==> config.mk <==
export PLATFORM = sky130hd
export DESIGN_NAME = half_float_rgb_to_gray_or_bgr8_core
export DESIGN_NICKNAME = d
export VERILOG_FILES = /design/src/hdl/hfrgb_pkg.sv /design/src/hdl/hfrgb_decode.sv /design/src/hdl/hfrgb_mul.sv /design/src/hdl/hfrgb_round.sv /design/src/hdl/half_float_rgb_to_gray_or_bgr8_core.sv
export VERILOG_INCLUDE_DIRS = /design/src /design/src/hdl
export SDC_FILE = /design/constraint.sdc
export NUM_CORES = 2
export LEC_CHECK = 0
export BUFFER_PORTS_ARGS = -buffer_cell sky130_fd_sc_hd__buf_2
export CORE_UTILIZATION = 25
export DETAILED_ROUTE_END_ITERATION = 12
export PLACE_DENSITY_LB_ADDON = 0.3
export SYNTH_ARGS = -nofsm -noshare
export SYNTH_HDL_FRONTEND = slang
export SYNTH_SLANG_ARGS = --single-unit
==> constraint.sdc <==
create_clock -name clock -period 7.1 [get_ports clock]
set_input_delay 1.775 -clock clock [delete_from_list [all_inputs] [get_ports clock]]
set_output_delay 1.775 -clock clock [all_outputs]
set_load 0.01 [all_outputs]
==> src/hdl/assert_macros.svh <==
// assertion macros used by the pixel converter core
// no dependencies; take in with an include of the bare file name
`ifndef ASSERT_MACROS_SVH
`define ASSERT_MACROS_SVH

// antecedent this cycle implies consequent in the next cycle
`define ASSERT_NEXT(label, clk, rst, ante, cons) \
   label: assert property (@(posedge clk) disable iff (rst) (ante) |=> (cons)) \
      else $error("assertion failed: next-cycle implication");

// antecedent implies consequent in the same cycle
`define ASSERT_SAME(label, clk, rst, ante, cons) \
   label: assert property (@(posedge clk) disable iff (rst) (ante) |-> (cons)) \
      else $error("assertion failed: same-cycle implication");

`endif

==> src/hdl/hfrgb_pkg.sv <==
// types, constants and the half-float decoder for the pixel converter
// no dependencies; used by every module of the block by scoped names
package hfrgb_pkg;

   localparam int Q16_WIDTH  = 24;
   localparam int PROD_WIDTH = 40;
   localparam int SUM_WIDTH  = 41;
   localparam int COL_WIDTH  = 32;

   localparam logic [Q16_WIDTH-1:0] Q16_MAX = 24'hFF_FFFF;
   localparam logic [15:0] W_RED   = 16'd19595;
   localparam logic [15:0] W_GREEN = 16'd38470;
   localparam logic [15:0] W_BLUE  = 16'd7471;

   localparam logic [1:0] BYTES_MONO   = 2'd1;
   localparam logic [1:0] BYTES_COLOUR = 2'd3;
   localparam logic       MONO_RESET   = 1'b1;

   typedef struct packed {
      logic [15:0] red_half;
      logic [15:0] green_half;
      logic [15:0] blue_half;
   } req_type;

   typedef struct packed {
      logic [7:0] first_byte;
      logic [7:0] second_byte;
      logic [7:0] third_byte;
      logic [1:0] byte_count;
   } rsp_type;

   // control that travels with each item down the pipe
   typedef struct packed {
      logic valid;
      logic mono;
   } ctrl_type;

   typedef struct packed {
      logic [Q16_WIDTH-1:0] red;
      logic [Q16_WIDTH-1:0] green;
      logic [Q16_WIDTH-1:0] blue;
   } q16_rgb_type;

   function automatic logic [Q16_WIDTH-1:0] half_to_q16(input logic [15:0] h);
      logic                 sgn;
      logic [4:0]           ex;
      logic [9:0]           man;
      logic [10:0]          sig;
      logic [4:0]           eff;
      logic [Q16_WIDTH-1:0] wide;
      logic [Q16_WIDTH-1:0] res;
      sgn  = h[15];
      ex   = h[14:10];
      man  = h[9:0];
      sig  = (ex == 5'd0) ? {1'b0, man} : {1'b1, man};
      eff  = (ex == 5'd0) ? 5'd1 : ex;
      wide = {13'd0, sig};
      if (ex == 5'd31) begin
         res = ((man != 10'd0) || sgn) ? '0 : Q16_MAX;
      end else if (sgn) begin
         res = '0;
      end else if (eff >= 5'd23) begin
         res = Q16_MAX;
      end else if (eff >= 5'd9) begin
         res = wide << (eff - 5'd9);
      end else begin
         // round to nearest, ties upward
         res = (wide + (24'd1 << (5'd8 - eff))) >> (5'd9 - eff);
      end
      return res;
   endfunction

endpackage

==> src/hdl/hfrgb_decode.sv <==
// stage one: decodes the three half-precision channels to unsigned Q8.16
// depends on hfrgb_pkg
module hfrgb_decode (
   input  logic                    clock,
   input  logic                    reset,
   input  logic                    accept,
   input  logic                    mono,
   input  hfrgb_pkg::req_type      req_data,
   output hfrgb_pkg::ctrl_type     s1_ctrl,
   output hfrgb_pkg::q16_rgb_type  s1_q
);

   hfrgb_pkg::ctrl_type    ctrl_ff, ctrl_in;
   hfrgb_pkg::q16_rgb_type q_ff, q_in;

   always_comb begin
      ctrl_in.valid = accept;
      ctrl_in.mono  = mono;
      q_in.red      = hfrgb_pkg::half_to_q16(req_data.red_half);
      q_in.green    = hfrgb_pkg::half_to_q16(req_data.green_half);
      q_in.blue     = hfrgb_pkg::half_to_q16(req_data.blue_half);
   end

   always_ff @(posedge clock) begin
      if (reset) begin
         ctrl_ff <= '0;
      end else begin
         ctrl_ff <= ctrl_in;
      end
   end

   always_ff @(posedge clock) begin
      q_ff <= q_in;
   end

   assign s1_ctrl = ctrl_ff;
   assign s1_q    = q_ff;

endmodule

==> src/hdl/hfrgb_mul.sv <==
// stage two: weights the channels for luma and scales them by 255 for colour
// depends on hfrgb_pkg
module hfrgb_mul (
   input  logic                                   clock,
   input  logic                                   reset,
   input  hfrgb_pkg::ctrl_type                    s1_ctrl,
   input  hfrgb_pkg::q16_rgb_type                 s1_q,
   output hfrgb_pkg::ctrl_type                    s2_ctrl,
   output logic [hfrgb_pkg::PROD_WIDTH-1:0]       s2_prod_r,
   output logic [hfrgb_pkg::PROD_WIDTH-1:0]       s2_prod_g,
   output logic [hfrgb_pkg::PROD_WIDTH-1:0]       s2_prod_b,
   output logic [hfrgb_pkg::COL_WIDTH-1:0]        s2_col_r,
   output logic [hfrgb_pkg::COL_WIDTH-1:0]        s2_col_g,
   output logic [hfrgb_pkg::COL_WIDTH-1:0]        s2_col_b
);

   localparam logic [hfrgb_pkg::COL_WIDTH-1:0] HALF_LSB = 32'd32768;

   hfrgb_pkg::ctrl_type                ctrl_ff;
   logic [hfrgb_pkg::PROD_WIDTH-1:0]   prod_r_ff, prod_r_in;
   logic [hfrgb_pkg::PROD_WIDTH-1:0]   prod_g_ff, prod_g_in;
   logic [hfrgb_pkg::PROD_WIDTH-1:0]   prod_b_ff, prod_b_in;
   logic [hfrgb_pkg::COL_WIDTH-1:0]    col_r_ff, col_r_in;
   logic [hfrgb_pkg::COL_WIDTH-1:0]    col_g_ff, col_g_in;
   logic [hfrgb_pkg::COL_WIDTH-1:0]    col_b_ff, col_b_in;
   logic [hfrgb_pkg::COL_WIDTH-1:0]    ext_r, ext_g, ext_b;

   always_comb begin
      prod_r_in = {16'd0, s1_q.red}   * {24'd0, hfrgb_pkg::W_RED};
      prod_g_in = {16'd0, s1_q.green} * {24'd0, hfrgb_pkg::W_GREEN};
      prod_b_in = {16'd0, s1_q.blue}  * {24'd0, hfrgb_pkg::W_BLUE};
      ext_r     = {8'd0, s1_q.red};
      ext_g     = {8'd0, s1_q.green};
      ext_b     = {8'd0, s1_q.blue};
      // times 255 as shift and subtract, plus half an lsb of the byte
      col_r_in  = (ext_r << 8) - ext_r + HALF_LSB;
      col_g_in  = (ext_g << 8) - ext_g + HALF_LSB;
      col_b_in  = (ext_b << 8) - ext_b + HALF_LSB;
   end

   always_ff @(posedge clock) begin
      if (reset) begin
         ctrl_ff <= '0;
      end else begin
         ctrl_ff <= s1_ctrl;
      end
   end

   always_ff @(posedge clock) begin
      prod_r_ff <= prod_r_in;
      prod_g_ff <= prod_g_in;
      prod_b_ff <= prod_b_in;
      col_r_ff  <= col_r_in;
      col_g_ff  <= col_g_in;
      col_b_ff  <= col_b_in;
   end

   assign s2_ctrl   = ctrl_ff;
   assign s2_prod_r = prod_r_ff;
   assign s2_prod_g = prod_g_ff;
   assign s2_prod_b = prod_b_ff;
   assign s2_col_r  = col_r_ff;
   assign s2_col_g  = col_g_ff;
   assign s2_col_b  = col_b_ff;

endmodule

==> src/hdl/hfrgb_round.sv <==
// stages three and four: sums luma, scales, rounds, caps and forms the result
// depends on hfrgb_pkg
module hfrgb_round (
   input  logic                                clock,
   input  logic                                reset,
   input  hfrgb_pkg::ctrl_type                 s2_ctrl,
   input  logic [hfrgb_pkg::PROD_WIDTH-1:0]    s2_prod_r,
   input  logic [hfrgb_pkg::PROD_WIDTH-1:0]    s2_prod_g,
   input  logic [hfrgb_pkg::PROD_WIDTH-1:0]    s2_prod_b,
   input  logic [hfrgb_pkg::COL_WIDTH-1:0]     s2_col_r,
   input  logic [hfrgb_pkg::COL_WIDTH-1:0]     s2_col_g,
   input  logic [hfrgb_pkg::COL_WIDTH-1:0]     s2_col_b,
   output logic                                rsp_valid,
   output hfrgb_pkg::rsp_type                  rsp_data
);

   localparam int LUMA_WIDTH = hfrgb_pkg::SUM_WIDTH + 8;
   localparam logic [LUMA_WIDTH-1:0] HALF_LSB = LUMA_WIDTH'(64'h8000_0000);

   hfrgb_pkg::ctrl_type                ctrl3_ff;
   logic [hfrgb_pkg::SUM_WIDTH-1:0]    sum_ff, sum_in;
   logic [7:0]                         byte_r_ff, byte_r_in;
   logic [7:0]                         byte_g_ff, byte_g_in;
   logic [7:0]                         byte_b_ff, byte_b_in;
   logic [LUMA_WIDTH-1:0]              luma_ext, luma_scaled;
   logic [LUMA_WIDTH-33:0]             luma_top;
   logic [7:0]                         grey;
   logic                               rsp_valid_ff;
   hfrgb_pkg::rsp_type                 rsp_ff, rsp_in;

   function automatic logic [7:0] cap_col(input logic [hfrgb_pkg::COL_WIDTH-1:0] c);
      return (c[31:24] != 8'd0) ? 8'hFF : c[23:16];
   endfunction

   // stage three
   always_comb begin
      sum_in    = {1'b0, s2_prod_r} + {1'b0, s2_prod_g} + {1'b0, s2_prod_b};
      byte_r_in = cap_col(s2_col_r);
      byte_g_in = cap_col(s2_col_g);
      byte_b_in = cap_col(s2_col_b);
   end

   // stage four: times 255 by shift and subtract, round, cap, and pick the mono or colour result
   always_comb begin
      luma_ext    = {8'd0, sum_ff};
      luma_scaled = (luma_ext << 8) - luma_ext + HALF_LSB;
      luma_top    = luma_scaled[LUMA_WIDTH-1:32];
      grey        = (luma_top > (LUMA_WIDTH-32)'(255)) ? 8'hFF : luma_top[7:0];
      if (ctrl3_ff.mono) begin
         rsp_in.first_byte  = grey;
         rsp_in.second_byte = 8'd0;
         rsp_in.third_byte  = 8'd0;
         rsp_in.byte_count  = hfrgb_pkg::BYTES_MONO;
      end else begin
         rsp_in.first_byte  = byte_b_ff;
         rsp_in.second_byte = byte_g_ff;
         rsp_in.third_byte  = byte_r_ff;
         rsp_in.byte_count  = hfrgb_pkg::BYTES_COLOUR;
      end
   end

   always_ff @(posedge clock) begin
      if (reset) begin
         ctrl3_ff     <= '0;
         rsp_valid_ff <= 1'b0;
      end else begin
         ctrl3_ff     <= s2_ctrl;
         rsp_valid_ff <= ctrl3_ff.valid;
      end
   end

   always_ff @(posedge clock) begin
      sum_ff    <= sum_in;
      byte_r_ff <= byte_r_in;
      byte_g_ff <= byte_g_in;
      byte_b_ff <= byte_b_in;
      rsp_ff    <= rsp_in;
   end

   assign rsp_valid = rsp_valid_ff;
   assign rsp_data  = rsp_ff;

endmodule

==> src/hdl/half_float_rgb_to_gray_or_bgr8_core.sv <==
// Pixel converter: three half-precision channels in, one grey byte (BT.601
// luma) or three bytes in B, G, R order out, chosen by csr mono_mode.
//
// Input: an item is taken at a rising edge where start is high and busy is
// low; req_data carries red_half, green_half, blue_half.
// Config: csr_wr_en with csr_wr_data writes mono_mode (reset value 1).
// Write it only while no item is in flight.
// Output: rsp_valid is high for one cycle with rsp_data; it cannot be held
// off, so the receiver must take every item as it appears.
// The result strobe follows the accepting edge through four register stages:
// decode, multiply, luma sum and colour cap, luma scale and output register.
// Throughput: one pixel per clock whenever busy is low; the pipeline never stalls.
// Reset: synchronous, active high; clears all valid bits and sets mono mode.
// busy is high during reset and for the cycle after it, low otherwise.
// Depends on hfrgb_pkg, hfrgb_decode, hfrgb_mul, hfrgb_round and assert_macros.svh.
`include "assert_macros.svh"

module half_float_rgb_to_gray_or_bgr8_core (
   input  logic                 clock,
   input  logic                 reset,
   input  logic                 start,
   output logic                 busy,
   input  hfrgb_pkg::req_type   req_data,
   input  logic                 csr_wr_en,
   input  logic                 csr_wr_data,
   output logic                 rsp_valid,
   output hfrgb_pkg::rsp_type   rsp_data
);

   logic                                mono_ff, mono_in;
   logic                                busy_ff;
   logic                                accept;
   hfrgb_pkg::ctrl_type                 s1_ctrl, s2_ctrl;
   hfrgb_pkg::q16_rgb_type              s1_q;
   logic [hfrgb_pkg::PROD_WIDTH-1:0]    s2_prod_r, s2_prod_g, s2_prod_b;
   logic [hfrgb_pkg::COL_WIDTH-1:0]     s2_col_r, s2_col_g, s2_col_b;

   assign accept  = start && !busy_ff;
   assign mono_in = csr_wr_en ? csr_wr_data : mono_ff;
   assign busy    = busy_ff;

   always_ff @(posedge clock) begin
      if (reset) begin
         mono_ff <= hfrgb_pkg::MONO_RESET;
         busy_ff <= 1'b1;
      end else begin
         mono_ff <= mono_in;
         busy_ff <= 1'b0;
      end
   end

   hfrgb_decode u_decode (
      .clock    (clock),
      .reset    (reset),
      .accept   (accept),
      .mono     (mono_ff),
      .req_data (req_data),
      .s1_ctrl  (s1_ctrl),
      .s1_q     (s1_q)
   );

   hfrgb_mul u_mul (
      .clock     (clock),
      .reset     (reset),
      .s1_ctrl   (s1_ctrl),
      .s1_q      (s1_q),
      .s2_ctrl   (s2_ctrl),
      .s2_prod_r (s2_prod_r),
      .s2_prod_g (s2_prod_g),
      .s2_prod_b (s2_prod_b),
      .s2_col_r  (s2_col_r),
      .s2_col_g  (s2_col_g),
      .s2_col_b  (s2_col_b)
   );

   hfrgb_round u_round (
      .clock     (clock),
      .reset     (reset),
      .s2_ctrl   (s2_ctrl),
      .s2_prod_r (s2_prod_r),
      .s2_prod_g (s2_prod_g),
      .s2_prod_b (s2_prod_b),
      .s2_col_r  (s2_col_r),
      .s2_col_g  (s2_col_g),
      .s2_col_b  (s2_col_b),
      .rsp_valid (rsp_valid),
      .rsp_data  (rsp_data)
   );

   // an accepted item enters stage one with the mode in force
   `ASSERT_NEXT(a_accept_enters, clock, reset, accept, s1_ctrl.valid && (s1_ctrl.mono == $past(mono_ff)))
   // an item in the multiply stage reaches the output through the stage three and output registers
   `ASSERT_NEXT(a_s2_advances, clock, reset, s2_ctrl.valid, ##1 rsp_valid)
   // mono results carry one byte and zero padding
   `ASSERT_SAME(a_mono_shape, clock, reset, rsp_valid && (rsp_data.byte_count == hfrgb_pkg::BYTES_MONO), (rsp_data.second_byte == 8'd0) && (rsp_data.third_byte == 8'd0))
   // every result is either mono or colour
   `ASSERT_SAME(a_count_legal, clock, reset, rsp_valid, (rsp_data.byte_count == hfrgb_pkg::BYTES_MONO) || (rsp_data.byte_count == hfrgb_pkg::BYTES_COLOUR))

endmodule

======== After elaboration in Yosys (flattened, before gate mapping) ========
Index checks and enable logic that the tools add are counted.
word-level totals
  input port bits ......................... 53
  output and inout port bits .............. 28
  word-level logic and storage cells ...... 108
  bits in registers ....................... 383
operators by class
  reductions and logical operators ........ 14
  shift-type cells ........................ 9
  $add $sub $neg .......................... 22
  mux-type cells .......................... 24
  order comparisons ....................... 7
  eq/ne operators ......................... 3
  multiply operators ...................... 3
operator list
  operator                number
  $mux 24                 15
  $add 32x16->32 const B  3
  $sub 32x24->32          3
  $mul 24x15->39 const B  2
  $add 11x24->24          3
  $shl 1x5->24 const A    3
  $shl 11x5->24           3
  $shr 24x5->24           3
  $add 49x32->49 const B  1
  $sub 49x41->49          1
  $add 39x40->41          1
  $add 41x37->41          1
  $mul 24x13->37 const B  1
  $mux 11                 3
  $reduce_bool 10->1      3
  $sub 4x5->5 const A     6
  $mux 26                 1
  $reduce_bool 8->1       3
  $gt 17x8->1 const B     1
  $eq 5x5->1 const B      3
  $ge 5x4->1 const B      3
  $ge 5x5->1 const B      3
  $logic_not 5->1         3
  $mux 5                  3
  other kinds (6)         10

======== Logic depth before layout (Yosys ltp) ========
  word-level depth ........................ 10
  gate-level depth with buffers ........... 23
  mapped depth without buffers ............ 22

======== Cells and area by module ========
Synthesis repeated with hierarchy kept, for this count alone.
second synthesis, totals
  cell total of the unflattened synthesis .. 4,904
  area total of the unflattened synthesis .. 43,096.3 µm²
modules (own cells, without submodules)
  module                               area each (µm²)  seq. area each (µm²)  instances  cells an instance
  hfrgb_mul                            26,633.0         4,144.0               1          2,783
  hfrgb_decode                         8,668.3          1,481.4               1          1,252
  hfrgb_round                          7,733.7          1,861.8               1          864
  half_float_rgb_to_gray_or_bgr8_core  61.3             40.0                  1          5

======== Worst setup path before layout ========
Ideal clock, no wire load.
  path type ............................... input-to-reg
  start ................................... input port req_data[43] (netlist name)
  end ..................................... register u_decode.q_ff (netlist bit u_decode.s1_q[55])
  slack ................................... 0.319 ns
  data required time ...................... 6.986 ns
  stages on the path ...................... 22
  library setup time ...................... 0.114 ns
  data arrival time ....................... 6.667 ns
  path buffers ............................ 5
  cells stage by stage .................... buf_2 > or4_1 > buf_2 > nand2_8 > inv_4 > buf_2 > ha_1 > xor2_1 > clkbuf_1 > clkbuf_1 > and3_1 > and2_1 > ha_1 > a21o_1 > a21oi_2 > o21ai_0 > a31oi_1 > o211a_1 > a211o_1 > mux2i_1 > mux4_2 > a21o_1
RTL lines
  element               RTL line                                   text
  from (decl)           half_float_rgb_to_gray_or_bgr8_core.sv:23  input hfrgb_pkg::req_type req_data,
  to (signal assigned)  hfrgb_decode.sv:33                         q_ff <= q_in;
  to (decl)             hfrgb_decode.sv:14                         hfrgb_pkg::q16_rgb_type q_ff, q_in;

======== Final worst setup path ========
  start ................................... register u_decode.q_ff (netlist bit u_decode.s1_q[44])
  end ..................................... register u_mul.prod_g_ff (netlist bit u_mul.s2_prod_g[38])
on the way
  word-level cells in the longest chain between the ends .. 1
RTL lines
  element                        RTL line         text
  $mul 24x15->39                 hfrgb_mul.sv:30  prod_g_in = {16'd0, s1_q.green} * {24'd0, hfrgb_pkg::W_GREEN};
  net u_mul.prod_g_in (one bit)  hfrgb_mul.sv:21  logic [hfrgb_pkg::PROD_WIDTH-1:0] prod_g_ff, prod_g_in;
  to (signal assigned)           hfrgb_mul.sv:51  prod_g_ff <= prod_g_in;
  to (decl)                      hfrgb_mul.sv:21
The timed path passes the listed nets, and every way through them passes these cells.
A chain may end at the register's enable or synchronous reset.

==> reports/metrics.csv <==
metric,value,unit
via_per_inst,4.84,
yosys_warnings,0,
setup_viol,0,
layout.nets,5881,
rsz0062_at_grt,no,
finalHoldViolCount,0,
crit_type,register to register,
cts_root_buffer,clkbuf_16,
place_area,0.0450,sq mm
slew_headroom,22.5,%
min_to,u_round.byte_g_ff[6],
final_max_slew_viol_count,0,
status,finished clean,
hp-start,u_mul.s2_col_g[22],
hold_path.class,register to register,
dieArea,0.169,sq mm
fmax,159,MHz
fin_worst_skew,0.0401,ns
grt_pass1_wl,185,mm
drive_gt1_share,7.08,%
die_w,412,microns
grt_max_degree,39,
rr_startpoint,u_decode.s1_q[44],
r2r_end,u_mul.s2_prod_g[38],
use_met1,18.7,%
syn_area,0.0420,sq mm
numCtsBuffers,40,
synth_nets,5826,
synth_edf_count,0,
cp_data_required_time,7.60,ns
synth-seq-cells,334,
wire_per_inst,16.6,microns
finalCriticalPeriod,6.30,ns
p_per_area,438,mW/mm^2
ys_seq_area_share,15.9,%
io_buffers,79,
synth_cell_types,105,
cts_buffer_depth,3,
r2r_cells,22,
start_kind,register,
p_leak,22.5,nW
avgSynthCellArea,9.00,sq um
die_y,412,microns
clk_latency,0.62,ns
grt_pass1_vias,33600,
clock-sinks,334,
clk_pin_slew_worst_paths,0.06,ns
coreArea,0.166,sq mm
cts.htree.levels,2,
gr-total-overflow,0,
dr.first_iter.drc_count,1923,
cp_cell_sequence,inv_1 -> ha_1 -> inv_1 -> ha_1 -> fa_1 -> inv_1 -> fa_1 -> inv_1 -> fa_1 -> inv_1 -> fa_1 -> inv_1 -> ha_1 -> and4_1 -> o21a_1 -> a221o_1 -> a41o_1 -> o21ai_0 -> nand4_1 -> a41oi_1 -> o21ai_0 -> xor2_1,
dr.pass1.iters,5,
rows,149,
met2_usage,22.2,%
synthArstFlopShare,0,%
gr-usage-all-layers,13.5,%
most-common-layout-cells,"ha_1 (758), inv_1 (630), fa_1 (354)",
routed_wirelength,115,mm
multi_input_comb_area,0.0324,sq mm
peakVddDrop,0.000287,V
fill_cells,17700,
ios,81,
drc_errors,0,
holdPathStages,1,
synthCells,4661,
finalCritPeriodShare,88.8,%
ff2ff_setup_slack,0.80,ns
tritoncts,yes,
top_usage_layer,met2,
cpMostUsedCell,inv_1,
antenna_found_initial,6,
num_vias,33500,
setup_tns,0,ns
crit_path_top_delay_cell,dfxtp_1,
slowest_delay,0.55,ns
worst_slew_pin_slew,1.16,ns
postRouteAntennaNets,0,
fin_area,0.0464,sq mm
holdBufCountCts,0,
layout_commonest_cell,ha_1,
initial_core_util,25.3,%
seq_area,0.00669,sq mm
use_met3,1.47,%
synth_flop_cell,dfxtp_1,
place_congestion,0.875,
cp_data_arrival_time,6.80,ns
worstSetupEndpointType,register,
syn2layout_area_growth,10.6,%
postCtsSetupBuffers,0,
maxCapViolCount,0,
dp_hpwl,94.6,mm
ctsResizeCount,0,
critPathMaxFanout,8,
-- logic make-up (layout without fill, tap and decap cells) --
family                     count (synthesis)  after routing  share of synthesized area, %
AOI/OAI and AO/OA                       1098           1098                          17.4
xor gates and xnor gates                 208            208                          4.36
adders and majority gates               1113           1113                          39.5
buffers and inverters                    755            838                          6.89
DFF                                      334            334                          15.9
muxes                                    116            116                          3.65
other                                      1              2                       0.00894
and+or+nand+nor                         1036           1036                          12.2
-- cell usage after synthesis (all sizes together) (30+ instances only) --
master,count,share of area (%)
a31oi,47,0.70
nand2,266,2.4
inv,633,5.7
buf,33,0.42
ha,758,23
and3,43,0.64
nand4,34,0.51
nor2,245,2.2
o211ai,30,0.55
dfxtp,334,16
nor3,107,1.3
a21oi,278,3.3
nor4,38,0.67
a21o,119,2.1
or2,46,0.69
a211oi,33,0.62
nand3,88,1.0
o21a,46,0.82
nand2b,33,0.49
nor2b,53,0.79
clkbuf,87,0.78
mux2i,71,1.7
fa,354,17
o21ai,239,2.9
xor2,59,1.2
xnor2,149,3.1
-- critical path, delay by kind of cell, from the launching register on --
family | cells | cell delay [ns]
xor gates and xnor gates | 1 | 0.15
AOI/OAI and AO/OA | 6 | 1.55
and+or+nand+nor | 2 | 0.45
DFF | 1 | 0.55
buffers and inverters | 6 | 0.50
adders and majority gates | 7 | 2.99
-- routing by layer --
layer / vias up / routed length, microns
met2: 696 / 52500
met4: 0 / 2790
met3: 116 / 4370
met5: - / 0
li1: 16500 / -
met1: 16300 / 55200
-- how the worst max path moves through the flow --
| stage | to | cells after the start | start | slack, ns |
|---|---|---|---|---|
| 2_1_floorplan | u_decode.s1_q[55] | 22 | req_data[43] | 0.32 |
| 3_3_place_gp | u_decode.s1_q[55] | 21 | req_data[45] | 0.40 |
| 3_5_place_dp | u_decode.s1_q[55] | 21 | req_data[45] | 0.38 |
| 4_1_cts | u_mul.s2_prod_g[38] | 22 | u_decode.s1_q[44] | 0.78 |
| 5_1_grt | u_mul.s2_prod_g[38] | 22 | u_decode.s1_q[44] | 0.45 |
| 6_report | u_mul.s2_prod_g[38] | 22 | u_decode.s1_q[44] | 0.80 |
-- cell type report --
cell class	instances	area share, %
clock inverter	21	0.663
multi-input combinational	3572	69.8
clock buffer	49	2.34
tap	2189	5.90
antenna	1	0.00539
sequential	334	14.4
timing repair buffer	133	1.73
inverter	635	5.14
-- through the flow --
step	hold slack (ns)	power [mW]	utilization, %	worst slack (ns)	cells
final	0.409	20.3	28.0	0.798	6934
after detailed placement	0.400	18.1	27.2	0.380	6863
after floorplan	0.393	14.3	-	0.319	4661
after CTS	0.414	20.5	28.0	0.779	6933
after global routing	0.423	22.6	28.0	0.452	6933
after global placement	0.396	18.0	27.2	0.401	6863
-- power by group --
group          internal [mW]  total (mW)  leakage (nW)  switching (mW)
Clock                   1.29        2.19         0.674           0.899
Combinational           6.31        15.0          19.1            8.66
Sequential              2.67        3.16          2.79           0.489
-- state kept, by name (all words and copies together), names as in the netlist, 17 cells and up --
| signal | cells |
|---|---|
| u_mul.s2_col_g | 17 |
| u_mul.s2_prod_g | 38 |
| u_round.sum_ff | 41 |
| u_mul.s2_prod_b | 36 |
| u_mul.s2_col_b | 17 |
| u_mul.s2_col_r | 17 |
| u_decode.s1_q | 72 |
| u_round.rsp_data | 25 |
| u_mul.s2_prod_r | 38 |
No activity file was read; power rests on OpenSTA's default activity.
